### src/rtl/core/lrr_pkg.sv
// Shared types, constants and the arctangent table of the line region rectangle block.
`default_nettype none
package lrr_pkg;

    localparam int SQRT_STEPS = 33;
    localparam int DIV_STEPS  = 33;
    localparam int NORM_STEPS = 6;

    localparam logic signed [18:0] HALF_PI_Q16 = 19'sd102944;
    localparam logic signed [32:0] LEVEL_LIMIT = 33'sd6;

    typedef enum logic [0:0] {
        REG_REGION_WIDTH = 1'b0,
        REG_LENGTH_RATIO = 1'b1
    } t_cfg_reg;

    // Geometry that rides along with the square root.
    typedef struct packed {
        logic               dx_zero;
        logic               dx_pos;
        logic               dy_nneg;
        logic               dy_zero;
        logic signed [32:0] sx;
        logic signed [32:0] sy;
        logic signed [57:0] rx;
        logic signed [57:0] ry;
        logic [32:0]        ux;
        logic [32:0]        uy;
    } t_geo;

    // What rides along with the normal divisions.
    typedef struct packed {
        logic               dx_zero;
        logic               dx_pos;
        logic               dy_nneg;
        logic               dy_zero;
        logic signed [32:0] sx;
        logic signed [32:0] sy;
        logic signed [57:0] rx;
        logic signed [57:0] ry;
        logic [31:0]        height;
    } t_mid;

    // Finished corners that ride along with the angle unit.
    typedef struct packed {
        logic [31:0] c0x;
        logic [31:0] c0y;
        logic [31:0] c1x;
        logic [31:0] c1y;
        logic [31:0] c2x;
        logic [31:0] c2y;
        logic [31:0] c3x;
        logic [31:0] c3y;
        logic [31:0] height;
        logic        level;
        logic        vert;
    } t_fin;

    // atan(2^-i) in Q2.30, truncated for indices 0 to 26 and rounded for 27 to 30.
    function automatic logic [31:0] atan_q30(input int unsigned idx);
        logic [31:0] v;
        unique case (idx)
            0:  v = 32'h3243F6A8;
            1:  v = 32'h1DAC6705;
            2:  v = 32'h0FADBAFC;
            3:  v = 32'h07F56EA6;
            4:  v = 32'h03FEAB76;
            5:  v = 32'h01FFD55B;
            6:  v = 32'h00FFFAAA;
            7:  v = 32'h007FFF55;
            8:  v = 32'h003FFFEA;
            9:  v = 32'h001FFFFD;
            10: v = 32'h000FFFFF;
            11: v = 32'h0007FFFF;
            12: v = 32'h0003FFFF;
            13: v = 32'h0001FFFF;
            14: v = 32'h0000FFFF;
            15: v = 32'h00007FFF;
            16: v = 32'h00003FFF;
            17: v = 32'h00001FFF;
            18: v = 32'h00000FFF;
            19: v = 32'h000007FF;
            20: v = 32'h000003FF;
            21: v = 32'h000001FF;
            22: v = 32'h000000FF;
            23: v = 32'h0000007F;
            24: v = 32'h0000003F;
            25: v = 32'h0000001F;
            26: v = 32'h0000000F;
            27: v = 32'h00000008;
            28: v = 32'h00000004;
            29: v = 32'h00000002;
            30: v = 32'h00000001;
            default: v = 32'h00000000;
        endcase
        return v;
    endfunction

endpackage
`default_nettype wire

### src/rtl/core/lrr_cordic_cell.sv
// One vectoring rotation of the arctangent unit.
`default_nettype none
module lrr_cordic_cell import lrr_pkg::*; #(
    parameter int STEP = 0
) (
    input  wire logic               i_clk,
    input  wire logic               i_en,
    input  wire logic signed [44:0] i_x,
    input  wire logic signed [44:0] i_y,
    input  wire logic signed [32:0] i_z,
    output logic signed [44:0]      o_x,
    output logic signed [44:0]      o_y,
    output logic signed [32:0]      o_z
);
    localparam logic signed [32:0] ATAN = $signed({1'b0, atan_q30(STEP)});

    logic signed [44:0] n_xs;
    logic signed [44:0] n_ys;

    always_comb begin
        n_xs = i_x >>> STEP;
        n_ys = i_y >>> STEP;
    end

    always_ff @(posedge i_clk) begin
        if (i_en) begin
            if (!i_y[44]) begin
                o_x <= i_x + n_ys;
                o_y <= i_y - n_xs;
                o_z <= i_z + ATAN;
            end else begin
                o_x <= i_x - n_ys;
                o_y <= i_y + n_xs;
                o_z <= i_z - ATAN;
            end
        end
    end
endmodule
`default_nettype wire

### config.mk
export PLATFORM = sky130hd
export DESIGN_NAME = lrr_cordic_cell
export DESIGN_NICKNAME = d
export VERILOG_FILES = /design/src/rtl/core/lrr_pkg.sv /design/src/rtl/core/lrr_cordic_cell.sv
export SDC_FILE = /design/constraint.sdc
export NUM_CORES = 1
export LEC_CHECK = 0
export BUFFER_PORTS_ARGS = -buffer_cell sky130_fd_sc_hd__clkbuf_2
export CAP_MARGIN = 20
export CORE_ASPECT_RATIO = 0.7
export CORE_MARGIN = 5
export CORE_UTILIZATION = 30
export CTS_CLUSTER_DIAMETER = 100
export CTS_CLUSTER_SIZE = 20
export DETAILED_ROUTE_END_ITERATION = 6
export GPL_TIMING_DRIVEN = 0
export SYNTH_ARGS = -nofsm -noshare
export SYNTH_HDL_FRONTEND = slang
export SYNTH_SLANG_ARGS = --single-unit
### constraint.sdc
create_clock -name i_clk -period 5.9 [get_ports i_clk]
set_input_delay 0.295 -clock i_clk [delete_from_list [all_inputs] [get_ports i_clk]]
set_output_delay 0.295 -clock i_clk [all_outputs]
set_load 0.01 [all_outputs]
Word level (Yosys, flattened, before mapping)
Cells that the tools add are included.
{"block": "op_classes", "multipliers": 0, "n_div": 0, "shifts": 0, "n_bitwise": 0, "addsub": 5, "magnitude_cmp": 0, "n_mux": 3, "reduce_logical": 0, "eq_ne": 0}
{"operator": "2-to-1 mux 45 bit", "count": 2}
{"operator": "subtractor 45 bit", "count": 2}
{"operator": "adder 45 bit", "count": 1}
{"operator": "adder 33 x 31 -> 33 bit (second input constant)", "count": 1}
{"operator": "2-to-1 mux 33 bit", "count": 1}
{"operator": "subtractor 33 x 31 -> 33 bit (second input constant)", "count": 1}
{"block": "totals", "out_inout_bits": 123, "mem_bits_ro": 0, "inputBits": 125, "latch_bits": 0, "ramBits": 0, "memories": 0, "register_bits": 123}

Longest topological paths before layout
Gate-level depths: netlist (run 1).
{"block": "depth", "word_depth": 2, "ltp_mapped": 15, "mapped_depth_nobuf": 13}

Least setup slack after synthesis (run 1)
Ideal clock, no wire load.
{"block": "synth_timing", "path_type": "input to register", "start": "input port i_y[44]", "end": "register o_z[26] (data pin)", "path_stages": 15, "setup_ns": 0.259, "required_ns": 5.641, "t_arrival_ns": 3.945, "path_buffers": 3, "path_slack_ns": 1.696, "cell_sequence": "clkbuf_1 -> inv_2 -> clkbuf_1 -> buf_1 -> ha_1 -> a21o_1 -> a21o_1 -> a2111oi_1 -> o21ai_0 -> o22a_1 -> a311o_1 -> a31oi_1 -> o21ai_0 -> a21oi_1 -> xnor2_1"}
{"block": "synth_via", "elab_chain_cells": 1}
{"element": "start: declaration", "line_no": "lrr_cordic_cell.sv:9", "text": "input wire logic signed [44:0] i_y,"}
{"element": "2-to-1 mux 33 bit", "line_no": "lrr_cordic_cell.sv:27", "text": "if (!i_y[44]) begin"}
{"element": "end signal: assignment", "line_no": "lrr_cordic_cell.sv:30", "text": "o_z <= i_z + ATAN;"}
{"element": "end signal: assignment", "line_no": "lrr_cordic_cell.sv:34", "text": "o_z <= i_z - ATAN;"}
{"element": "end: declaration", "line_no": "lrr_cordic_cell.sv:13", "text": "output logic signed [32:0] o_z"}
No other way between the ends.
A chain may end at the register's enable or synchronous reset.

Worst setup path in the final report (run 1)
Ends and elaborated chain as after synthesis.

==> impl_metrics.tcl, run 1 <==
set metrics [dict create \
    status "finished clean" \
    syn-cell-area_um2 13420 \
    drcViolationCount 0 \
    die_h_um 186.9 \
    antenna_found_initial 3 \
    crit_path_end_kind "flip-flop" \
    maxSlewViolCount 0 \
    period_minus_slack_ps 5361 \
    pin_count 248 \
    syn-instance-count 1603 \
    grt_pass1_vias 13067 \
    yosysSeqAreaShare 0.2730 \
    clk_pin_slew_ps 60 \
    synth_top_family_by_area "compound AO/OA/AOI/OAI gates" \
    start_kind "primary input" \
    synth_compound_area_frac 0.2683 \
    place_congestion 0.9579 \
    nFillCells 4623 \
    p_per_area_nw_per_um2 231.4 \
    rsz0062_at_grt "no" \
    fin_hold_ws_ps 159.2 \
    async_flop_share 0 \
    ys_warn_count 0 \
    drt_iter0_drc 1527 \
    final_antenna_net_count 0 \
    die_area_um2 49120 \
    hold_class "primary input to flip-flop" \
    wl_per_cell_um 21.73 \
    synth_seq_cells 122 \
    drv_cap 0 \
    die_w_um 262.8 \
    post_dp_cell_area_um2 15450 \
    syn_area_per_cell_um2 8.370 \
    cts-root-buf "clkbuf_16" \
    ys_top_cells_by_count "a21oi_1, ha_1, o21ai_0" \
    worst_ep_arrival_time_ps 5570 \
    syn_nets 1905 \
    setup_viol_count_final 0 \
    clock-sinks 122 \
    cts-htree-levels 4 \
    fin_crit_sh 0.9086 \
    dp.final_hpwl_um 43810 \
    grt-ovfl-total 0 \
    postLayoutCellArea_um2 16020 \
    maxSlewHeadroom 0.2296 \
    coreArea_um2 43960 \
    initial_core_util 0.3052 \
    synth_edf_count 122 \
    nNetsFinal 2176 \
    synth_xor_area_frac 0.07376 \
    vias_per_cell 5.485 \
    drt_wl_total_um 53900 \
    crit_required_ps 6110 \
    layout-drive-gt1-share 0.1644 \
    path_class "primary input to flip-flop" \
    worst-slew-pin-transition_ps 1146 \
    yosysMostFrequentCell "a21oi_1" \
    p_leak_nw 7.136 \
    io_buffer_count 247 \
    synthAdderAreaFrac 0.1673 \
    cts_buffers 17 \
    yosysTopAreaCell "edfxtp_1" \
    cts_buffer_depth 2 \
    path_max_fanout 24 \
    vias 13608 \
    grt_start_max_net_pins 79 \
    ir_drop_v 0.0001905 \
    grt_pass1_wl_um 80430 \
    muxShareOfSynthArea 0.02322 \
    cts_tree "built" \
    firstDrtPassIters 5 \
    syn_to_final_growth_pct 19.38 \
    yosys.area.top_type_share 0.2730 \
    yosys.area_share.simple 0.1335 \
    num_rows 64 \
    synthTopCellsByArea "edfxtp_1, ha_1, a21oi_1" \
    gr-usage-all-layers 0.2097 \
    synth_flop_cell "edfxtp_1" \
    hold_viol_final 0 \
    cts_setup_buffers 0 \
    synthDistinctLibCells 77 \
    fmax_ghz 0.1865 \
]
cell usage in the layout (no fill, tap or decap), drive strengths merged, types with 21 or more instances in the layout:
| cell | netlist | final |
|---|---|---|
| nor2 | 111 | 111 |
| inv | 138 | 139 |
| o21ai | 141 | 141 |
| edfxtp | 122 | 122 |
| a21oi | 199 | 199 |
| mux2i | 30 | 30 |
| buf | 24 | 26 |
| nor3 | 31 | 31 |
| nand2b | 21 | 21 |
| nor2b | 22 | 22 |
| a21o | 46 | 46 |
| xor2 | 21 | 21 |
| nand3 | 23 | 23 |
| ha | 173 | 173 |
| nand2 | 94 | 94 |
| o21bai | 44 | 44 |
| clkbuf | 43 | 309 |
| xnor2 | 92 | 92 |
power by group:
part	switching (mW)	internal (mW)
sequential	0.0498	1.16
combinational	0.961	0.542
clock	0.427	0.572
total	1.44	2.27
worst max-delay path, stage by stage:
cell       delay (ps)
clkbuf_2          310
clkbuf_1          320
inv_2             240
clkbuf_1          810
buf_2             750
ha_1              410
a21o_1            210
a21o_1            170
a2111oi_1         510
o21ai_0           180
o22a_1            260
a311o_1           380
a31oi_1           310
o21ai_0           120
a21oi_1           180
xnor2_1            80
stage by stage:
step | std cells | TNS [ps] | power [mW] | setup slack [ps] | util
floorplan | 1603 | 0 | 2.113 | 1696 | -
global placement | 2444 | -775.3 | 2.690 | -368.7 | 0.3502
detailed placement | 2446 | 0 | 2.697 | 159.2 | 0.3514
CTS | 2480 | 0 | 3.720 | 659.1 | 0.3643
global route | 2481 | 0 | 3.914 | 284.9 | 0.3644
finish | 2481 | 0 | 3.707 | 539.1 | 0.3644
state kept, by name, indices dropped and copies added, names as in the netlist:
name and count:
o_y 44, o_x 45, o_z 33
per-layer routing:
layer,wire length [um],global-route usage,up-vias
met5,23,0,-
met4,870,0.04603,4
met3,4942,0.04523,60
met2,22000,0.3000,731
met1,26060,0.3212,6490
li1,-,-,6323
final cells by class:
type	instances	area (um^2)	area share
Antenna cell	1	2.502	0.0001562
Buffer	67	285.3	0.01781
Tap cell	594	743.2	0.04640
Timing Repair Buffer	252	1318	0.08225
Multi-Input combinational cell	1272	8937	0.5580
Inverter	142	533.0	0.03328
Clock inverter	12	102.6	0.006405
Sequential cell	122	3664	0.2287
Clock buffer	19	432.9	0.02703
cells by family after synthesis:
family / after synthesis
compound gates: 579
xor+xnor: 113
fa+ha+maj: 177
buf+inv: 209
flops: 122
mux: 31
simple gates: 372
what timing repair did:
item,4_1_cts,5_1_grt
hold buffers,3,0
hold endpoints to repair,3,0
setup endpoints to repair,0,0
resized for setup,0,0
final timing paths:
check,startpoint,endpoint,slack [ps],cells past startpoint
max,i_y[44],o_z[26]$_DFFE_PP_,540,16
min,i_z[3],o_z[3]$_DFFE_PP_,160,2
Power figures use the tool's default switching activity.
==> run 2, diff against run 1 <==
--- a/config.mk
+++ b/config.mk
@@ -9,7 +9,7 @@
 export CAP_MARGIN = 20
 export CORE_ASPECT_RATIO = 0.7
 export CORE_MARGIN = 5
-export CORE_UTILIZATION = 30
+export CORE_UTILIZATION = 29
 export CTS_CLUSTER_DIAMETER = 100
 export CTS_CLUSTER_SIZE = 20
 export DETAILED_ROUTE_END_ITERATION = 6
==> impl_metrics.tcl, run 2 (same netlist as run 1, synthesis figures left out) <==
set metrics [dict create \
    grt-ovfl-total 0 \
    cpPeakStageDelay_ps 820 \
    nNetsFinal 2176 \
    postLayoutCellArea_um2 16110 \
    fmax_ghz 0.1887 \
    setup_viol_count_final 0 \
    status "finished clean" \
    worst-slew-pin-transition_ps 1175 \
    coreArea_um2 46080 \
    cts_buffer_depth 2 \
    grt_pass1_wl_um 78720 \
    grt_start_max_net_pins 80 \
    cts.repair.resized 0 \
    p_per_area_nw_per_um2 237.2 \
    vias_per_cell 5.401 \
    cts_buffers 17 \
    final_cell_mix "clkbuf_2, a21oi_1, ha_1, o21ai_0, inv_1" \
    drcViolationCount 0 \
    hold_class "primary input to flip-flop" \
    path_class "primary input to flip-flop" \
    syn_to_final_growth_pct 20.04 \
    start_kind "primary input" \
    fin_crit_sh 0.8984 \
    post-place-cells 2464 \
    initial_core_util 0.2912 \
    total_power_mw 3.821 \
    grt_pass1_vias 12845 \
    place_congestion 0.9691 \
    drt_iter0_drc 1704 \
    die_area_um2 50740 \
    antenna_found_initial 1 \
    drt_wl_total_um 53260 \
    clock-sinks 122 \
    die_h_um 190.0 \
    drv_cap 0 \
    worst_ep_arrival_time_ps 5510 \
    finalNonFillerCells 2501 \
    final_util 0.3495 \
    path_delay_family "buffers and inverters" \
    crit_required_ps 6110 \
    largest_reg_flops 45 \
    num_rows 66 \
    nFillCells 4915 \
    firstDrtPassIters 5 \
    pin_count 248 \
    layout-drive-gt1-share 0.1653 \
    final_common_cell "clkbuf_2" \
    period_minus_slack_ps 5301 \
    io_buffer_count 247 \
    die_w_um 267.1 \
    path_max_fanout 24 \
    cts_setup_buffers 0 \
    wl_per_cell_um 21.30 \
    maxSlewHeadroom 0.2167 \
    crit_path_end_kind "flip-flop" \
    gr-usage-all-layers 0.2025 \
    hold_viol_final 0 \
    reg_top3 "o_x x45, o_y x44, o_z x33" \
    crit_chain "clkbuf_2 > clkbuf_1 > inv_2 > clkbuf_1 > buf_2 > ha_1 > a21o_1 > a21o_1 > a2111oi_1 > o21ai_0 > o22a_1 > a311o_1 > a31oi_1 > o21ai_0 > a21oi_1 > xnor2_1" \
    maxSlewViolCount 0 \
    holdBufCountCts 3 \
    cts-htree-levels 4 \
    rsz0062_at_grt "no" \
    cts_tree "built" \
    post_dp_cell_area_um2 15470 \
    clk_pin_slew_ps 60 \
    dp.final_hpwl_um 43260 \
    ir_drop_v 0.0001591 \
    final_antenna_net_count 0 \
    cts-root-buf "clkbuf_16" \
    vias 13509 \
    cp_num_buf_inv 5 \
    p_leak_nw 7.164 \
    top_register "o_x" \
    slowest_stage "clkbuf_1" \
]
-- run 2: final cells by class --
type | instances | area (um^2) | share of cell area
Buffer | 67 | 285.3 | 0.01771
Multi-Input combinational cell | 1272 | 8937 | 0.5549
Clock buffer | 18 | 429.2 | 0.02664
Inverter | 142 | 533.0 | 0.03309
Tap cell | 612 | 765.7 | 0.04754
Antenna cell | 2 | 5.005 | 0.0003107
Sequential cell | 122 | 3664 | 0.2275
Timing Repair Buffer | 252 | 1318 | 0.08180
Clock inverter | 14 | 170.2 | 0.01056
-- run 2: where the power goes --
group	switching, mW	internal (mW)	leakage (nW)
logic	0.958	0.542	5.68
registers	0.0451	1.16	1.19
clock network	0.456	0.665	0.286
-- run 2: per-layer routing --
layer  global-route usage  wire [um]
met1               0.3061      25280
met2               0.2875      21670
met3              0.05585       5652
met4              0.04017        648
met5                    0         13
-- run 2: path summary, 6_finish.rpt --
path | startpoint | end | depth (start not counted)
setup / recovery | i_y[44] | o_z[26]$_DFFE_PP_ | 16
hold / removal | i_z[3] | o_z[3]$_DFFE_PP_ | 2
-- run 2: stage by stage --
| step | setup TNS, ps | hold slack [ps] | setup slack (ps) |
|---|---|---|---|
| CTS | 0 | 124.2 | 746.6 |
| global placement | -848.0 | 471.9 | -378.2 |
| detailed placement | 0 | 477.1 | 254.3 |
| finish | 0 | 146.2 | 599.2 |
| global route | 0 | 148.9 | 398.9 |
| floorplan | 0 | 393.9 | 1696 |
