--- src/rtl/core/lrr_pkg.sv ---
// Shared types, constants and the arctangent table of the line region rectangle block.
`default_nettype none
package lrr_pkg;

    localparam int SQRT_STEPS = 33;
    localparam int DIV_STEPS  = 33;
    localparam int NORM_STEPS = 6;

    localparam logic signed [18:0] HALF_PI_Q16 = 19'sd102944;
    localparam logic signed [32:0] LEVEL_LIMIT = 33'sd6;

    typedef enum logic [0:0] {
        REG_REGION_WIDTH = 1'b0,
        REG_LENGTH_RATIO = 1'b1
    } t_cfg_reg;

    // Geometry that rides along with the square root.
    typedef struct packed {
        logic               dx_zero;
        logic               dx_pos;
        logic               dy_nneg;
        logic               dy_zero;
        logic signed [32:0] sx;
        logic signed [32:0] sy;
        logic signed [57:0] rx;
        logic signed [57:0] ry;
        logic [32:0]        ux;
        logic [32:0]        uy;
    } t_geo;

    // What rides along with the normal divisions.
    typedef struct packed {
        logic               dx_zero;
        logic               dx_pos;
        logic               dy_nneg;
        logic               dy_zero;
        logic signed [32:0] sx;
        logic signed [32:0] sy;
        logic signed [57:0] rx;
        logic signed [57:0] ry;
        logic [31:0]        height;
    } t_mid;

    // Finished corners that ride along with the angle unit.
    typedef struct packed {
        logic [31:0] c0x;
        logic [31:0] c0y;
        logic [31:0] c1x;
        logic [31:0] c1y;
        logic [31:0] c2x;
        logic [31:0] c2y;
        logic [31:0] c3x;
        logic [31:0] c3y;
        logic [31:0] height;
        logic        level;
        logic        vert;
    } t_fin;

    // atan(2^-i) in Q2.30, truncated for indices 0 to 26 and rounded for 27 to 30.
    function automatic logic [31:0] atan_q30(input int unsigned idx);
        logic [31:0] v;
        unique case (idx)
            0:  v = 32'h3243F6A8;
            1:  v = 32'h1DAC6705;
            2:  v = 32'h0FADBAFC;
            3:  v = 32'h07F56EA6;
            4:  v = 32'h03FEAB76;
            5:  v = 32'h01FFD55B;
            6:  v = 32'h00FFFAAA;
            7:  v = 32'h007FFF55;
            8:  v = 32'h003FFFEA;
            9:  v = 32'h001FFFFD;
            10: v = 32'h000FFFFF;
            11: v = 32'h0007FFFF;
            12: v = 32'h0003FFFF;
            13: v = 32'h0001FFFF;
            14: v = 32'h0000FFFF;
            15: v = 32'h00007FFF;
            16: v = 32'h00003FFF;
            17: v = 32'h00001FFF;
            18: v = 32'h00000FFF;
            19: v = 32'h000007FF;
            20: v = 32'h000003FF;
            21: v = 32'h000001FF;
            22: v = 32'h000000FF;
            23: v = 32'h0000007F;
            24: v = 32'h0000003F;
            25: v = 32'h0000001F;
            26: v = 32'h0000000F;
            27: v = 32'h00000008;
            28: v = 32'h00000004;
            29: v = 32'h00000002;
            30: v = 32'h00000001;
            default: v = 32'h00000000;
        endcase
        return v;
    endfunction

endpackage
`default_nettype wire

--- src/rtl/core/lrr_sqrt_cell.sv ---
// One digit step of the pipelined square root.
`default_nettype none
module lrr_sqrt_cell import lrr_pkg::*; (
    input  wire logic        i_clk,
    input  wire logic        i_en,
    input  wire logic [65:0] i_rad,
    input  wire logic [35:0] i_rem,
    input  wire logic [32:0] i_root,
    output logic [65:0]      o_rad,
    output logic [35:0]      o_rem,
    output logic [32:0]      o_root
);
    logic [35:0] n_cur;
    logic [35:0] n_trial;
    logic [35:0] n_rem;
    logic [32:0] n_root;

    always_comb begin
        n_cur   = {i_rem[33:0], i_rad[65:64]};
        n_trial = {1'b0, i_root, 2'b01};
        if (n_cur >= n_trial) begin
            n_rem  = n_cur - n_trial;
            n_root = {i_root[31:0], 1'b1};
        end else begin
            n_rem  = n_cur;
            n_root = {i_root[31:0], 1'b0};
        end
    end

    always_ff @(posedge i_clk) begin
        if (i_en) begin
            o_rad  <= {i_rad[63:0], 2'b00};
            o_rem  <= n_rem;
            o_root <= n_root;
        end
    end
endmodule
`default_nettype wire

--- config.mk ---
export PLATFORM = sky130hd
export DESIGN_NAME = lrr_sqrt_cell
export DESIGN_NICKNAME = d
export VERILOG_FILES = /design/src/rtl/core/lrr_pkg.sv /design/src/rtl/core/lrr_sqrt_cell.sv
export SDC_FILE = /design/constraint.sdc
export NUM_CORES = 1
export LEC_CHECK = 0
export BUFFER_PORTS_ARGS = -buffer_cell sky130_fd_sc_hd__buf_2
export CORE_AREA = 2 2 102 154
export CTS_CLUSTER_SIZE = 14
export DETAILED_ROUTE_END_ITERATION = 10
export DIE_AREA = 0 0 104 156
export PLACE_DENSITY = 0.74
export SKIP_LAST_GASP = 1
export SLEW_MARGIN = 20
export SYNTH_ARGS = -nofsm -noshare
export SYNTH_HDL_FRONTEND = slang
export SYNTH_SLANG_ARGS = --single-unit
--- constraint.sdc ---
create_clock -name i_clk -period 3.62 [get_ports i_clk]
set_clock_uncertainty 0.2 [all_clocks]
set_input_delay 0.181 -clock i_clk [delete_from_list [all_inputs] [get_ports i_clk]]
set_output_delay 0.181 -clock i_clk [all_outputs]
set_load 0.01 [all_outputs]
Word-level counts from Yosys, hierarchy flattened
Index checks and enable logic that the tools add are counted.
{ "op_classes": {"addsub": 1, "n_lt_le_gt_ge": 1, "mux": 2} }
{ "op_table": {"columns": ["cell", "n"], "rows": [
  ["$ge A36 B35 Y1", 1],
  ["$mux W36", 1],
  ["$sub A36 B35 Y36", 1],
  ["$mux W1", 1]
]} }
{ "word_totals": {"register_bits": 133, "in_bits": 137, "output_inout_bits": 135, "elab_cells": 7} }

Longest topological paths before layout
Gate-level depths: netlist of the first run.
{ "depth": {"depth_word": 2, "depth_mapped": 13, "mapped_depth_nobuf": 11} }

Worst setup path after synthesis of the first run
No wires, ideal clock.
{ "synth_timing": {"path_type": "input to register", "from": "input i_root[0]", "to": "register o_rem[10] (data pin)", "setup_ns": 0.260, "arrival_ns": 2.555, "required_ns": 3.160, "slack_ns": 0.605, "cell_stages": 12, "path_buffers": 1, "cell_sequence": "inv_1 ha_1 nor2b_4 o311ai_2 a32oi_2 a31oi_4 o211ai_4 a41o_4 a21oi_4 inv_4 buf_6 mux2_4"} }
{ "synth_between": {"elab_chain_cells": 2, "word_cells_on_any_way": 3, "cone_classes": "add/sub (1); order compare (1); mux (1)"} }
{ "synth_lines": {"columns": ["item", "line_no", "rtl"], "rows": [
  ["from (decl)", "lrr_sqrt_cell.sv:8", "input wire logic [32:0] i_root,"],
  ["$sub A36 B35 Y36 or $ge A36 B35 Y1 (tied branches)", "lrr_sqrt_cell.sv:22, lrr_sqrt_cell.sv:21", null],
  ["$mux W36 (*)", "lrr_sqrt_cell.sv:21", "if (n_cur >= n_trial) begin"],
  ["net n_rem[10]", "lrr_sqrt_cell.sv:15", "logic [35:0] n_rem;"],
  ["to (signal assigned)", "lrr_sqrt_cell.sv:33", "o_rem <= n_rem;"],
  ["to (decl)", "lrr_sqrt_cell.sv:10", "output logic [35:0] o_rem,"]
]} }
Mark *: on every way through the listed nets, which the timed path passes. The rest lies on a longest branch.
A chain may end at the register's enable or synchronous reset.

Worst setup path in the final report of the first run
{ "layout_timing": {"from": "input i_rem[0]", "to": "register o_rem[14] (data pin)"} }
{ "layout_between": {"elab_chain_cells": 2, "word_cells_on_any_way": 3, "cone_classes": "add/sub (1); order compare (1); mux (1)"} }
{ "layout_lines": {"columns": ["item", "line_no", "rtl"], "rows": [
  ["from (decl)", "lrr_sqrt_cell.sv:7", "input wire logic [35:0] i_rem,"],
  ["$sub A36 B35 Y36 or $ge A36 B35 Y1 (tied branches)", "lrr_sqrt_cell.sv:22, lrr_sqrt_cell.sv:21", null],
  ["$mux W36 (*)", "lrr_sqrt_cell.sv:21", null],
  ["net n_rem[14]", "lrr_sqrt_cell.sv:15", null]
]} }
Marked as above.

==> metrics.cfg, run 1 <==
[floorplanning]
initial_core_util_pct = 44.3
rows = 55
core_mm2 = 0.0149
ioPinCount = 272
die_h_um = 156
die-width_um = 104
die_area_mm2 = 0.0162

[worst_setup_path]
cp-end-kind = flip-flop
cp_data_arrival_time_ps = 3420
worstPathRequired_ps = 3580
cp_max_fo = 11
crit_type = in -> reg
start_kind = input pin

[synth]
synth_common_cells = edfxtp_1, inv_1, ha_1
synth-seq-area-share_pct = 60.7
mappedNetlistArea_mm2 = 0.00658
synth_top_cell_by_area = edfxtp_1
syn_inst = 477
yosysMostFrequentCell = edfxtp_1
yosys_warnings = 0
async_flop_share_pct = 0
yosys_most_used_dff = edfxtp_1
synthTopCellsByArea = edfxtp_1, ha_1, mux2_4, inv_1, xnor2_1
ys_seq_elements = 133
syn_area_per_cell_um2 = 13.8
ys_types = 56
synth-edff-count = 133
netlist.area_leader.share_pct = 60.7

[detailed_routing]
post_drt_wl_per_cell_um = 18.1
drt_iter0_drc = 335
first_pass_iters = 5
via_count = 5589
vias_per_cell = 5.04
ant_nets = 0
drc = 0
routed_wl_um = 20000

[cells_and_area]
nNetsFinal = 1069
drive_above_1_share_pct = 39.1
fillers = 1069
antenna_cells = 0
syn_to_final_growth_pct = 53.4

[sta]
finalHoldViolCount = 0
postLayoutSetupSlackWorst_ps = 162
period_minus_slack_ps = 3460
tightest_slew_ps = 975
slew_headroom_pct = 35.0
max_freq_mhz = 289
report.final.setup_viol = 0
finalCritPeriodShare_pct = 95.5
slew_violations = 0
hold_ws_ps = 122

[min_path]
holdPathEnd = o_rem[33]
min_path_cells = 4
min_from = i_rem[31]
hold_path.class = in -> reg

[clock_tree]
cts_buffers = 17
cts_buffer_depth = 2
clk_pin_slew_ps = 70
clockRootBuffer = clkbuf_16
cts_tree = done
h-tree-depth = 4
clock_sinks = 133

[global_route]
grt_pass1_wl_um = 30800
grt_overflow = 0
grt_start_max_net_pins = 107
grt_usage_pct = 24.5
grt_antenna_before_repair = 0
grt_pass1_vias = 5797

[placement]
dpl_worst_slack_ps = 165
hpwl_um = 12900
io_buffer_count = 267
gp_congestion = 0.889

[pwr]
ir_worst_vdd_v = 0.000288
total_power_w = 0.00469
power.leakage_nw = 4.53
p_per_area_mw_per_mm2 = 464

[status]
outcome = complete, no violations

[flow_run]
maxCapViolations = 0

cell type report:
cell class                      count  area [um^2]  area share, %
Inverter                           48          183           1.81
Multi-Input combinational cell    288         2340           23.2
Sequential cell                   133         3990           39.6
Clock inverter                     14          144           1.43
Timing Repair Buffer              409         2750           27.2
Tap cell                          199          249           2.47
Clock buffer                       18          429           4.25
critical path, cell delays in order:
cell and delay (ps):
dlygate4sd3_1 530, buf_2 130, ha_1 340, nor2b_4 150, o311ai_2 300, a32oi_2 200
a31oi_4 280, o211ai_4 140, a41o_4 350, a21oi_4 220, inv_4 60, buf_4 200
mux2_4 310
report_power, final:
part | switching (W) | internal (W)
combinational | 0.000512 | 0.000523
sequential | 0.0000443 | 0.00189
clock | 0.000751 | 0.000968
total | 0.00131 | 0.00338
layout by cell type, fill, tap and decap left out, types with 12 or more instances in the layout:
cell type | netlist | layout
xnor2_1 | 19 | 19
ha_1 | 35 | 35
o21ai_0 | 20 | 20
inv_1 | 47 | 47
clkbuf_16 | 0 | 17
a21oi_1 | 33 | 33
buf_2 | 0 | 266
edfxtp_1 | 133 | 133
nor2_1 | 12 | 12
nand2_1 | 27 | 27
xor2_1 | 12 | 12
dlygate4sd3_1 | 0 | 131
mux2_4 | 26 | 26
state kept, by name, indices dropped and copies added (netlist names):
| name | count |
|---|---|
| o_rad | 64 |
| o_rem | 36 |
| o_root | 33 |
per-stage QoR:
step	instances	area, um^2	util, %	setup TNS, ps
final	1109	10100	67.9	0
after detailed placement	940	8160	54.9	0
after floorplan	478	6580	-	0
after global routing	1109	10100	67.9	-29.6
after global placement	940	8160	54.9	0
after CTS	1103	10000	67.6	0
repair_timing:
item / 4_1_cts / 5_1_grt
resized for setup: 0 / 1
buffers inserted: 0 / 6
hold buffers: 131 / 0
setup endpoints to repair: 0 / 32
hold endpoints to repair: 131 / 0
kinds of logic after synthesis:
family / synth area share [%]
flip-flops: 60.7
AO/OA/AOI/OAI: 10.9
AND/OR/NAND/NOR: 6.85
buffers and inverters: 3.75
adder cells (fa/ha/maj): 6.66
multiplexers: 6.94
XOR/XNOR: 4.13
other: 0.0570
routing by layer:
metal / wire, um / global-route usage (%) / vias up / share of wire, %
met4: 541 / 9.33 / 0 / 2.7
met5: 0 / 0 / - / 0
met1: 6910 / 24.6 / 2653 / 34
li1: - / - / 2624 / -
met3: 1320 / 6.68 / 45 / 6.6
met2: 11300 / 47.7 / 267 / 56
how the worst max path moves through the flow:
stage                     startpoint        end  slack (ps)  depth (start not counted)
final                       i_rem[0]  o_rem[14]         160                         13
after global routing      i_root[22]   o_rem[2]         -10                         14
after CTS                   i_rem[0]  o_rem[14]          30                         13
after detailed placement   i_root[0]  o_rem[22]         160                         13
after global placement      i_rem[0]  o_rem[22]         220                         12
after floorplan            i_root[0]  o_rem[10]         600                         12
(Power assumes the default switching activity.)
==> run 2: changes to the inputs <==
RECOVER_POWER = 100   (was unset)
==> run 2 against run 1 <==
  * The run now ends with max-capacitance violations, max-slew violations left
  * Hold slack got worse by 4.5 ps
  * Die area unchanged
  * Core utilization decreased by 1.4 points
  * Clock-buffer cell count unchanged
  * Combinational power decreased by 5%
  * Critical path depth decreased by 2
  * Non-clock buffer count unchanged
  * Via count decreased by 0.32%
  * Clock power about the same
  * First-iteration DRC count increased by 5.1%
  * Power decreased by 0.74%
  * Cell area decreased by 2.1%
==> metrics.cfg, run 2 (synthesis gave the netlist of run 1 again) <==
[status]
outcome = finished with violations
failed_checks = max-capacitance violations, max-slew violations

[sta]
tightest_slew_ps = 2640  ; +1670 ps
finalHoldViolCount = 0  ; unchanged
max_freq_mhz = 288  ; -0.27%
report.final.setup_viol = 0  ; unchanged
finalCritPeriodShare_pct = 95.8  ; +0.26 points
slew_headroom_pct = -76.0  ; -110 points
period_minus_slack_ps = 3470  ; +9.41 ps
slew_violations = 107  ; +107

[floorplanning]
die-width_um = 104  ; unchanged
initial_core_util_pct = 44.3  ; unchanged
die_h_um = 156  ; unchanged
rows = 55  ; unchanged
die_area_mm2 = 0.0162  ; unchanged
core_mm2 = 0.0149  ; unchanged
ioPinCount = 272  ; unchanged

[worst_setup_path]
cp_max_fo = 6  ; -5
crit_top_cell = a21oi_1
cp-end-kind = flip-flop
path_cells = dlygate4sd3_1, buf_2, ha_1, a21oi_1, nand2_1, o31ai_2, a2bb2oi_1, a21oi_1, a311o_1, or2_0, o21ai_0
cp_data_arrival_time_ps = 3510  ; +90 ps
max_stage_delay_ps = 550  ; +20 ps
start_kind = input pin
crit_type = in -> reg
slowest_stage = dlygate4sd3_1
worstPathRequired_ps = 3670  ; +90 ps

[cells_and_area]
final_common_cell = clkbuf_1
top_register = o_rad
syn_to_final_growth_pct = 50.2
fin_area_mm2 = 0.00988  ; -2.1%
top_regs = o_rad x64, o_rem x36, o_root x33
antenna_cells = 0  ; unchanged
final_cell_mix = clkbuf_1, edfxtp_1, dlygate4sd3_1
drive_above_1_share_pct = 21.4  ; -18 points
largest_reg_flops = 64  ; unchanged
final_util_pct = 66.5  ; -1.4 points
nNetsFinal = 1069  ; unchanged

[clock_tree]
clk_pin_slew_ps = 70  ; about the same
h-tree-depth = 4  ; unchanged
cts_buffers = 17  ; unchanged
clock_sinks = 133  ; unchanged
clockRootBuffer = clkbuf_16
cts_tree = done
cts_buffer_depth = 2  ; unchanged

[placement]
io_buffer_count = 267  ; unchanged
gp_congestion = 0.889  ; unchanged
place_area_mm2 = 0.00816  ; unchanged
hpwl_um = 12900  ; unchanged

[global_route]
grt_pass1_vias = 5797  ; unchanged
grt_start_max_net_pins = 107  ; unchanged
grt_usage_pct = 24.5  ; unchanged
grt_overflow = 0  ; unchanged
grt_antenna_before_repair = 0  ; unchanged
grt_pass1_wl_um = 30800  ; unchanged

[detailed_routing]
first_pass_iters = 4  ; -1
ant_nets = 0  ; unchanged
post_drt_wl_per_cell_um = 18.2  ; +0.58%
drc = 0  ; unchanged
via_count = 5571  ; -0.32%
vias_per_cell = 5.02  ; -0.32%
routed_wl_um = 20100  ; +0.58%
drt_iter0_drc = 352  ; +5.1%

[flow_run]
maxCapViolations = 1  ; +1

[pwr]
total_power_w = 0.00465  ; -0.74%
p_per_area_mw_per_mm2 = 471  ; +1.4%
ir_worst_vdd_v = 0.000288  ; about the same
power.leakage_nw = 4.09  ; -9.9%

[min_path]
hold_path.class = in -> reg

==> run 2: power breakdown <==
part	switching (W)	internal [W]	total, W	leakage [nW]
sequential	0.0000497	0.00189	0.00194	1.30
clock	0.000752	0.000968	0.00172	0.268
combinational	0.000513	0.000477	0.000990	2.52
total	0.00131	0.00334	0.00465	4.09
==> run 2: cell type report <==
class                           count  area [um^2]
Clock inverter                     14          144
Inverter                           48          183
Sequential cell                   133         3990
Timing Repair Buffer              409         2540
Clock buffer                       18          429
Tap cell                          199          249
Fill cell                        1168         4980
Multi-Input combinational cell    288         2340
==> run 2: final timing paths <==
kind                   from        end  depth (start not counted)
hold / removal    i_rem[31]  o_rem[33]                          4
setup / recovery   i_rem[8]  o_rem[35]                         11
==> run 2: stage by stage <==
| stage | cells | setup TNS (ps) | hold slack [ps] | setup WS [ps] |
|---|---|---|---|---|
| 3_5_place_dp | 940 | 0 | 159 | 165 |
| 5_1_grt | 1109 | -29.6 | 147 | -12.2 |
| 4_1_cts | 1103 | 0 | 112 | 33.9 |
| 2_1_floorplan | 478 | 0 | 79.9 | 605 |
| 3_3_place_gp | 940 | 0 | 157 | 216 |
| 6_report | 1109 | 0 | 117 | 153 |
==> run 2: what timing repair did <==
item                       4_1_cts  5_1_grt
setup buffers                    0        6
setup endpoints to repair        0       32
hold buffers                   131        0
hold endpoints to repair       131        0
gates resized for setup          0        1
==> run 2: worst max-delay path, delay by kind of cell <==
family                   cells  cell delay (ps)
AO/OA/AOI/OAI                6             1970
adder cells (fa/ha/maj)      1              370
AND/OR/NAND/NOR              2              310
buffers and inverters        2              680
==> run 2: layer usage <==
layer	vias to the layer above	global-route usage, %	share of wire (%)
met3	42	6.68	6.5
met2	263	47.7	56
met5	-	0	0
met4	0	9.33	2.7
li1	2624	-	-
met1	2642	24.6	35
