### src/rtl/core/lrr_pkg.sv
// Shared types, constants and the arctangent table of the line region rectangle block.
`default_nettype none
package lrr_pkg;

    localparam int SQRT_STEPS = 33;
    localparam int DIV_STEPS  = 33;
    localparam int NORM_STEPS = 6;

    localparam logic signed [18:0] HALF_PI_Q16 = 19'sd102944;
    localparam logic signed [32:0] LEVEL_LIMIT = 33'sd6;

    typedef enum logic [0:0] {
        REG_REGION_WIDTH = 1'b0,
        REG_LENGTH_RATIO = 1'b1
    } t_cfg_reg;

    // Geometry that rides along with the square root.
    typedef struct packed {
        logic               dx_zero;
        logic               dx_pos;
        logic               dy_nneg;
        logic               dy_zero;
        logic signed [32:0] sx;
        logic signed [32:0] sy;
        logic signed [57:0] rx;
        logic signed [57:0] ry;
        logic [32:0]        ux;
        logic [32:0]        uy;
    } t_geo;

    // What rides along with the normal divisions.
    typedef struct packed {
        logic               dx_zero;
        logic               dx_pos;
        logic               dy_nneg;
        logic               dy_zero;
        logic signed [32:0] sx;
        logic signed [32:0] sy;
        logic signed [57:0] rx;
        logic signed [57:0] ry;
        logic [31:0]        height;
    } t_mid;

    // Finished corners that ride along with the angle unit.
    typedef struct packed {
        logic [31:0] c0x;
        logic [31:0] c0y;
        logic [31:0] c1x;
        logic [31:0] c1y;
        logic [31:0] c2x;
        logic [31:0] c2y;
        logic [31:0] c3x;
        logic [31:0] c3y;
        logic [31:0] height;
        logic        level;
        logic        vert;
    } t_fin;

    // atan(2^-i) in Q2.30, truncated for indices 0 to 26 and rounded for 27 to 30.
    function automatic logic [31:0] atan_q30(input int unsigned idx);
        logic [31:0] v;
        unique case (idx)
            0:  v = 32'h3243F6A8;
            1:  v = 32'h1DAC6705;
            2:  v = 32'h0FADBAFC;
            3:  v = 32'h07F56EA6;
            4:  v = 32'h03FEAB76;
            5:  v = 32'h01FFD55B;
            6:  v = 32'h00FFFAAA;
            7:  v = 32'h007FFF55;
            8:  v = 32'h003FFFEA;
            9:  v = 32'h001FFFFD;
            10: v = 32'h000FFFFF;
            11: v = 32'h0007FFFF;
            12: v = 32'h0003FFFF;
            13: v = 32'h0001FFFF;
            14: v = 32'h0000FFFF;
            15: v = 32'h00007FFF;
            16: v = 32'h00003FFF;
            17: v = 32'h00001FFF;
            18: v = 32'h00000FFF;
            19: v = 32'h000007FF;
            20: v = 32'h000003FF;
            21: v = 32'h000001FF;
            22: v = 32'h000000FF;
            23: v = 32'h0000007F;
            24: v = 32'h0000003F;
            25: v = 32'h0000001F;
            26: v = 32'h0000000F;
            27: v = 32'h00000008;
            28: v = 32'h00000004;
            29: v = 32'h00000002;
            30: v = 32'h00000001;
            default: v = 32'h00000000;
        endcase
        return v;
    endfunction

endpackage
`default_nettype wire

### src/rtl/core/lrr_div_cell.sv
// One quotient bit of the pipelined restoring divider.
`default_nettype none
module lrr_div_cell import lrr_pkg::*; (
    input  wire logic        i_clk,
    input  wire logic        i_en,
    input  wire logic [32:0] i_num,
    input  wire logic [35:0] i_rem,
    input  wire logic [34:0] i_div,
    input  wire logic [32:0] i_quo,
    output logic [32:0]      o_num,
    output logic [35:0]      o_rem,
    output logic [34:0]      o_div,
    output logic [32:0]      o_quo
);
    logic [35:0] n_cur;
    logic [35:0] n_rem;
    logic        n_bit;

    always_comb begin
        n_cur = {i_rem[34:0], i_num[32]};
        n_bit = (n_cur >= {1'b0, i_div});
        n_rem = n_bit ? (n_cur - {1'b0, i_div}) : n_cur;
    end

    always_ff @(posedge i_clk) begin
        if (i_en) begin
            o_num <= {i_num[31:0], 1'b0};
            o_rem <= n_rem;
            o_div <= i_div;
            o_quo <= {i_quo[31:0], n_bit};
        end
    end
endmodule
`default_nettype wire

### config.mk
export PLATFORM = sky130hd
export DESIGN_NAME = lrr_div_cell
export DESIGN_NICKNAME = d
export VERILOG_FILES = /design/src/rtl/core/lrr_pkg.sv /design/src/rtl/core/lrr_div_cell.sv
export SDC_FILE = /design/constraint.sdc
export NUM_CORES = 1
export LEC_CHECK = 0
export BUFFER_PORTS_ARGS = -buffer_cell sky130_fd_sc_hd__buf_2
export CAP_MARGIN = 20
export CORE_MARGIN = 3
export CORE_UTILIZATION = 50
export CTS_BUF_LIST = sky130_fd_sc_hd__clkbuf_16
export DETAILED_ROUTE_END_ITERATION = 12
export GPL_TIMING_DRIVEN = 0
export PLACE_DENSITY = 0.86
export SLEW_MARGIN = 20
export SYNTH_ARGS = -nofsm -noshare
export SYNTH_HDL_FRONTEND = slang
export SYNTH_SLANG_ARGS = --single-unit
export TNS_END_PERCENT = 20
### constraint.sdc
create_clock -name i_clk -period 5.7 [get_ports i_clk]
set_input_delay 0.57 -clock i_clk [delete_from_list [all_inputs] [get_ports i_clk]]
set_output_delay 0.57 -clock i_clk [all_outputs]
set_load 0.005 [all_outputs]
Yosys cells after proc, flatten, opt, wreduce, memory -nomap -nowiden
Cells that the tools add are included.

word-level totals
  register bits = 136
  input port bits = 139
  output and inout bits = 137
  word-level logic and storage cells = 7

cells by class
  $add $sub $neg = 1
  $lt $le $gt $ge = 1
  mux-type cells = 1

operators by type and width
  kind              count
  $ge A36 B35 Y1    1
  $mux W36          1
  $sub A36 B35 Y36  1

Depth between registers and ports, before layout
Gate-level depths: netlist of run 1.

  word-level depth = 2
  gate-level depth with buffers = 13
  gate-level depth less buffers = 12

Least setup slack after synthesis of run 1
OpenSTA, ideal clock, no wires.

  kind = in2reg
  start point = in i_num[32]
  end point = reg o_rem[13], data pin
  library setup time = 260 ps
  arrival time = 2722 ps
  required time = 5440 ps
  setup slack = 2719 ps
  cell stages on the path = 12
  buffers on the path = 1
  cells stage by stage = inv_1 -> ha_1 -> fa_1 -> nor2b_1 -> o31ai_1 -> a31oi_1 -> a211o_1 -> a21oi_2 -> o31a_1 -> buf_6 -> inv_2 -> mux2_2

on the way
  cells in the longest elaborated chain, start to end = 2
  elaborated cells on any way between the ends = 3
  classes of those cells = add/sub: 1; order compare: 1; mux: 1

RTL lines
  item                  RTL line            source
  start, declared       lrr_div_cell.sv:6   input wire logic [32:0] i_num,
  $ge A36 B35 Y1        lrr_div_cell.sv:21  n_bit = (n_cur >= {1'b0, i_div});
  named net n_bit       lrr_div_cell.sv:17  logic n_bit;
  $mux W36              lrr_div_cell.sv:22  n_rem = n_bit ? (n_cur - {1'b0, i_div}) : n_cur;
  named net n_rem[13]   lrr_div_cell.sv:16  logic [35:0] n_rem;
  end signal, assigned  lrr_div_cell.sv:28  o_rem <= n_rem;
  end, declared         lrr_div_cell.sv:11  output logic [35:0] o_rem,

The timed path passes the listed nets, and every way through them passes these cells.
A chain may end at the register's enable or synchronous reset.

Worst setup path in the final report of run 1
  start point = in i_num[32]
  end point = reg o_rem[9], data pin

on the way
  cells in the longest elaborated chain, start to end = 2
  elaborated cells on any way between the ends = 3
  classes of those cells = add/sub: 1; order compare: 1; mux: 1

RTL lines
  item                                                       RTL line
  $sub A36 B35 Y36 / $ge A36 B35 Y1 (equally long branches)  lrr_div_cell.sv:22, lrr_div_cell.sv:21
  $mux W36 *                                                 lrr_div_cell.sv:22
  named net n_rem[9]                                         lrr_div_cell.sv:16

Mark *: on every way through the listed nets, which the timed path passes. The rest lies on a longest branch.

==> flow_metrics.tcl, run 1 <==
set metrics [dict create \
    outcome "finished clean" \
    syn_nets 705 \
    cp_slowest_stage_delay_ns 0.44 \
    fp.dieW_um 121 \
    synth_edf_count 136 \
    cts_made_buffers 17 \
    powerDensity_nw_per_um2 326 \
    rsz0062_at_grt "no" \
    wl_per_cell_um 18.4 \
    grt_max_degree 81 \
    cts_root_buf "clkbuf_16" \
    io_pins 276 \
    fp-row-count 41 \
    layout.nets 997 \
    ir_worst_vdd_v 0.000164 \
    avgSynthCellArea_um2 12.4 \
    start_util 0.516 \
    cts_tree "done" \
    dieArea_um2 14500 \
    ys_types 57 \
    final_util 0.690 \
    min_path_type "in2reg" \
    routed-via-count 5349 \
    path_cells "buf_2 -> inv_1 -> ha_1 -> fa_1 -> nor2b_1 -> o31ai_1 -> a31oi_1 -> a211o_1 -> a21oi_2 -> o31a_1 -> buf_6 -> clkbuf_1 -> nand2_1 -> o21ai_0" \
    synthFlopType "edfxtp_1" \
    power_switching_uw 731 \
    port_buffers 272 \
    drc 0 \
    place_inst 975 \
    clk_pin_slew_ns 0.06 \
    pwr-share-seq 0.436 \
    cts_setup_buffers 0 \
    grt_pass1_vias 5258 \
    drtAntennaViolNets 0 \
    antenna_found_initial 4 \
    track_usage 0.254 \
    seq_area_frac_synth 0.622 \
    ys_seq_elements 136 \
    dp_hpwl_um 14100 \
    core_area_um2 12700 \
    min_period_ns 3.15 \
    drtIter0Drc 432 \
    htreeDepth 4 \
    netlist_area_um2 6570 \
    clockBufferDepth 2 \
    critPathArrivalTime_ns 3.29 \
    cp_data_required_time_ns 5.84 \
    power.internal_uw 2130 \
    overflow 0 \
    cp-end-kind "flip-flop" \
    cts.sinks 136 \
    viasPerCell 5.31 \
    power_frac_comb 0.174 \
    pwr-share-clk 0.390 \
    leakage_uw 0.00395 \
    drive_gt1_frac 0.390 \
    place_congestion 0.859 \
    finalSetupTns_ns 0 \
    synth_cells 530 \
    cp_max_fo 10 \
    cts.repair.resized 0 \
    max-cap-violations 0 \
    crit_type "in2reg" \
    fmax_mhz 318 \
    first_pass_iters 4 \
    cp_slowest_cell "a31oi_1" \
    syn2layout_area_growth_pct 33.8 \
    swShare 0.255 \
    hold_buffers 0 \
    period_share 0.552 \
    drv_slew 0 \
    stdcell_count 1008 \
    slew_headroom 0.583 \
    ys_warn_count 0 \
    wl_um 18600 \
    die_h_um 121 \
    setup_viol_count_final 0 \
    async_reset_ff_frac 0 \
    crit_path_start_kind "input pin" \
    hold_violations 0 \
    grt_pass1_wl_um 27800 \
    tightest_slew_ns 0.621 \
]
[cell usage in the layout, fill, tap and decap left out, types with 4 or more instances in the layout]
cell	Yosys	layout
nand2b_1	4	4
mux2_2	4	4
a21oi_1	37	37
a21o_1	16	16
clkbuf_16	0	17
and3_1	4	4
nand2_1	46	46
nor2_1	24	24
clkinvlp_4	0	5
o21ai_0	43	43
nand4_1	9	9
buf_2	3	274
o21a_1	4	4
nor3_1	8	8
inv_1	46	48
xnor2_1	15	15
nand3_1	7	7
edfxtp_1	136	136
clkbuf_1	11	11
ha_1	35	35
xor2_1	13	13
[synthesized netlist by cell type, types with 2 or more instances]
cell       instances  area [µm²]
a2111oi_2          2        30.0
a211o_1            2        17.5
a211oi_1           2        15.0
a21o_1            16         120
a21oi_1           37         185
a21oi_2            3        26.3
a311oi_1           2        17.5
a31oi_1            3        18.8
and2_1             3        18.8
and3_1             4        25.0
buf_2              3        15.0
buf_4              2        15.0
buf_6              2        22.5
clkbuf_1          11        41.3
edfxtp_1         136        4080
ha_1              35         438
inv_1             46         173
mux2_2             4        45.0
nand2_1           46         173
nand2b_1           4        25.0
nand3_1            7        35.0
nand4_1            9        56.3
nor2_1            24        90.1
nor2b_1            3        18.8
nor3_1             8        40.0
nor3b_1            2        15.0
o211a_1            2        20.0
o211ai_1           3        22.5
o21a_1             4        30.0
o21ai_0           43         215
o21ai_1            3        15.0
o21bai_1           3        22.5
o31ai_1            3        22.5
or2_2              3        18.8
or3_1              2        12.5
xnor2_1           15         131
xor2_1            13         114
[final cells by class]
type | count | area, µm²
antenna | 1 | 2.50
buffer | 18 | 93.8
clock buffer | 17 | 425
clock inverter | 15 | 178
fill | 921 | 3940
inverter | 47 | 176
multi-input combinational | 329 | 2210
sequential | 136 | 4080
tap | 172 | 215
timing repair buffer | 273 | 1400
[power by group through the flow]
| stage | clock network (µW) | registers, µW | logic (µW) |
|---|---|---|---|
| final | 1120 | 1250 | 498 |
| after global routing | 1180 | 1260 | 550 |
| after CTS | 1130 | 1250 | 500 |
| after detailed placement | 0 | 1270 | 495 |
| after global placement | 0 | 1260 | 481 |
| after floorplan | 0 | 1280 | 237 |
[registers in the layout, indices dropped and copies added, names as in the netlist]
signal  count
o_quo      33
o_div      35
o_rem      36
o_num      32
[path summary, 6_finish.rpt]
path       from       end  slack [ns]  cells past startpoint
max   i_num[32]  o_rem[9]        2.55                     14
min    i_num[7]  o_num[8]        0.32                      1
[critical path, delay by kind of cell]
family / cells / cell delay [ns]
buf+inv: 4 / 0.55
compound gates: 6 / 1.21
simple gates: 2 / 0.34
fa+ha+maj: 2 / 0.62
[layer usage]
| metal | GRT usage | wire length, µm | share of wire |
|---|---|---|---|
| met1 | 0.288 | 6880 | 0.37 |
| met4 | 0.118 | 755 | 0.041 |
| met3 | 0.0804 | 1530 | 0.083 |
| met2 | 0.437 | 9340 | 0.50 |
| met5 | 0 | 42 | 0.0023 |
[cell families after synthesis]
| group | synth area share |
|---|---|
| other cells | 0.000571 |
| buf+inv | 0.0412 |
| compound gates | 0.136 |
| flops | 0.622 |
| fa+ha+maj | 0.0698 |
| mux | 0.00686 |
| simple gates | 0.0860 |
| xor+xnor | 0.0374 |
[stage by stage]
stage | hold slack, ns | cell area (µm²) | power [µW] | setup slack, ns
3_3_place_gp | 0.747 | 8140 | 1750 | 2.10
3_5_place_dp | 0.748 | 8180 | 1760 | 2.06
4_1_cts | 0.305 | 8780 | 2880 | 2.49
5_1_grt | 0.303 | 8780 | 2980 | 2.31
6_report | 0.322 | 8780 | 2860 | 2.55
2_1_floorplan | 0.669 | 6570 | 1520 | 2.72
No activity file was read; power rests on OpenSTA's default activity.
==> run 2: changes to the inputs <==
--- a/config.mk
+++ b/config.mk
@@ -5,14 +5,15 @@
 export SDC_FILE = /design/constraint.sdc
 export NUM_CORES = 1
 export LEC_CHECK = 0
+export ABC_AREA = 1
 export BUFFER_PORTS_ARGS = -buffer_cell sky130_fd_sc_hd__buf_2
 export CAP_MARGIN = 20
 export CORE_MARGIN = 3
-export CORE_UTILIZATION = 50
+export CORE_UTILIZATION = 45
 export CTS_BUF_LIST = sky130_fd_sc_hd__clkbuf_16
 export DETAILED_ROUTE_END_ITERATION = 12
 export GPL_TIMING_DRIVEN = 0
-export PLACE_DENSITY = 0.86
+export PLACE_DENSITY = 0.8
 export SLEW_MARGIN = 20
 export SYNTH_ARGS = -nofsm -noshare
 export SYNTH_HDL_FRONTEND = slang
==> constraint.sdc (replaced) <==
create_clock -name i_clk -period 2.65 [get_ports i_clk]
set_input_delay 0.265 -clock i_clk [delete_from_list [all_inputs] [get_ports i_clk]]
set_output_delay 0.265 -clock i_clk [all_outputs]
set_load 0.005 [all_outputs]
==> run 2 against run 1 <==
Net effect:
- hold slack worse by 0.31 ns
- critical path depth is 2 higher
- design area is 12% higher
- power is 110% higher
- non-clock buffer count is 7 higher
- sequential power is 110% higher
- first-iteration DRC count is 2.1% higher
- flip-flop and latch count stayed put
- clock power is 96% higher
- die area is 24% higher
- combinational power is 140% higher
- critical endpoint is now o_rem[30]
==> flow_metrics.tcl, run 2 <==
set metrics [dict create \
    cp_slowest_stage_delay_ns 0.44 \
    seq_area_frac_synth 0.549 \
    muxShareOfSynthArea 0 \
    io_pins 276 \
    wl_per_cell_um 15.8 \
    cts.repair.resized 0 \
    core_area_um2 16000 \
    layout_commonest_cell "nand2_1" \
    synth-simple-area-share 0.257 \
    cts_root_buf "clkbuf_16" \
    min_path_type "in2reg" \
    ys_types 28 \
    cp-end-kind "flip-flop" \
    cp_max_fo 4 \
    layout.nets 1314 \
    viasPerCell 4.74 \
    yosys-top-cells-count "315 x nand2_1, 136 x edfxtp_1, 136 x inv_1, 58 x nor2_1, 35 x ha_1" \
    yosys.area_share.adder 0.0616 \
    yosysMostFrequentCell "nand2_1" \
    reg_top3 "o_rem x36, o_div x35, o_quo x33" \
    grt_max_degree 82 \
    start_util 0.464 \
    dieArea_um2 18100 \
    routed-via-count 6482 \
    power.total_uw 6080 \
    cts.sinks 136 \
    overflow 0 \
    clk_pin_slew_ns 0.06 \
    antenna_found_initial 3 \
    largest_reg_flops 36 \
    grt_pass1_vias 6295 \
    avgSynthCellArea_um2 8.95 \
    drtIter0Drc 441 \
    die_h_um 135 \
    first_pass_iters 5 \
    drv_slew 0 \
    outcome "finished clean" \
    min_period_ns 2.12 \
    synthFlopType "edfxtp_1" \
    drive_gt1_frac 0.296 \
    fmax_mhz 471 \
    top_register "o_rem" \
    ys_seq_elements 136 \
    cp_data_required_time_ns 2.84 \
    period_share 0.801 \
    grt_pass1_wl_um 32900 \
    fp.dieW_um 135 \
    critPathMostFrequentCell "nand2_1" \
    fin_ws_ns 0.527 \
    powerDensity_nw_per_um2 620 \
    cts_made_buffers 17 \
    fp-row-count 46 \
    synth_compound_area_frac 0.0286 \
    drc 0 \
    cts_setup_buffers 0 \
    synth_top_family_by_area "simple AND/OR/NAND/NOR gates" \
    path_buf_inv 3 \
    syn_nets 1005 \
    synthXorXnorAreaFrac 0.0224 \
    syn2layout_area_growth_pct 32.0 \
    port_buffers 272 \
    wl_um 21700 \
    max-cap-violations 0 \
    dp_hpwl_um 17100 \
    hold_buffers 14 \
    async_reset_ff_frac 0 \
    synth_edf_count 136 \
    hold_violations 0 \
    finalSetupTns_ns 0 \
    leakage_uw 0.00501 \
    place_congestion 0.903 \
    crit_path_start_kind "input pin" \
    path_delay_family "simple AND/OR/NAND/NOR gates" \
    netlist_area_um2 7430 \
    clockBufferDepth 2 \
    crit_type "in2reg" \
    final_util 0.613 \
    critPathArrivalTime_ns 2.31 \
    cp_slowest_cell "fa_1" \
    diodes 0 \
    rsz0062_at_grt "no" \
    setup_viol_count_final 0 \
    synth_area_leaders "edfxtp_1 55%, nand2_1 16%, inv_1 6.9%, ha_1 5.9%, nor2_1 2.9%" \
    ir_worst_vdd_v 0.000453 \
    track_usage 0.238 \
    drtAntennaViolNets 0 \
    htreeDepth 4 \
    ys_warn_count 0 \
    synth_cells 830 \
    dp_slack_ns 0.100 \
    path_cells "buf_2 -> inv_1 -> ha_1 -> fa_1 -> inv_1 -> nand3_1 -> nand3_1 -> nand2_1 -> nand2_1 -> nand2_1 -> nand2_1 -> nand2_1 -> nand2_1 -> nand2_1 -> nand3_2 -> nand2_1" \
    layout_common_cells "315 x nand2_1, 275 x buf_2, 137 x inv_1, 136 x edfxtp_1, 58 x nor2_1" \
    synth_top_area_cell "edfxtp_1" \
    cts_tree "done" \
    synth_top_area_share 0.549 \
]
[run 2: final timing paths]
path              cells after the start  startpoint         to
setup / recovery                     16   i_num[32]  o_rem[30]
hold / removal                        1   i_quo[24]  o_quo[25]
[run 2: power breakdown]
group | internal, µW | total (µW) | leakage (µW) | switching, µW
clock network | 1210 | 2190 | 0.000266 | 973
registers | 2620 | 2670 | 0.00133 | 49.2
logic | 494 | 1220 | 0.00341 | 729
[run 2: kinds of logic (layout without fill, tap and decap cells)]
group           count (synthesis)  count (layout)
compound gates                 40              40
xor+xnor                       19              19
fa+ha+maj                      36              36
buf+inv                       148             470
flops                         136             136
other cells                     1               1
simple gates                  450             450
[run 2: area by class of cell]
cell class / count / area, µm²
Buffer: 8 / 70.1
Clock buffer: 17 / 425
Clock inverter: 15 / 116
Fill cell: 1408 / 6190
Inverter: 140 / 526
Multi-Input combinational cell: 546 / 2750
Sequential cell: 136 / 4080
Tap cell: 216 / 270
Timing Repair Buffer: 290 / 1570
[run 2: metrics by stage]
step / hold WS (ns) / std cells / instance area [µm²]
CTS: 0.000242 / 1365 / 9780
finish: 0.0131 / 1368 / 9810
global route: 0.000659 / 1368 / 9810
global placement: 0.442 / 1318 / 9060
floorplan: 0.364 / 830 / 7430
detailed placement: 0.443 / 1319 / 9100
[run 2: layer usage]
layer  track usage  share of wire  vias to the layer above
met1         0.284           0.39                     2913
met4        0.0724          0.017                        6
met5             0         0.0022                        -
li1              -              -                     3276
met2         0.422           0.51                      249
met3        0.0615          0.076                       38
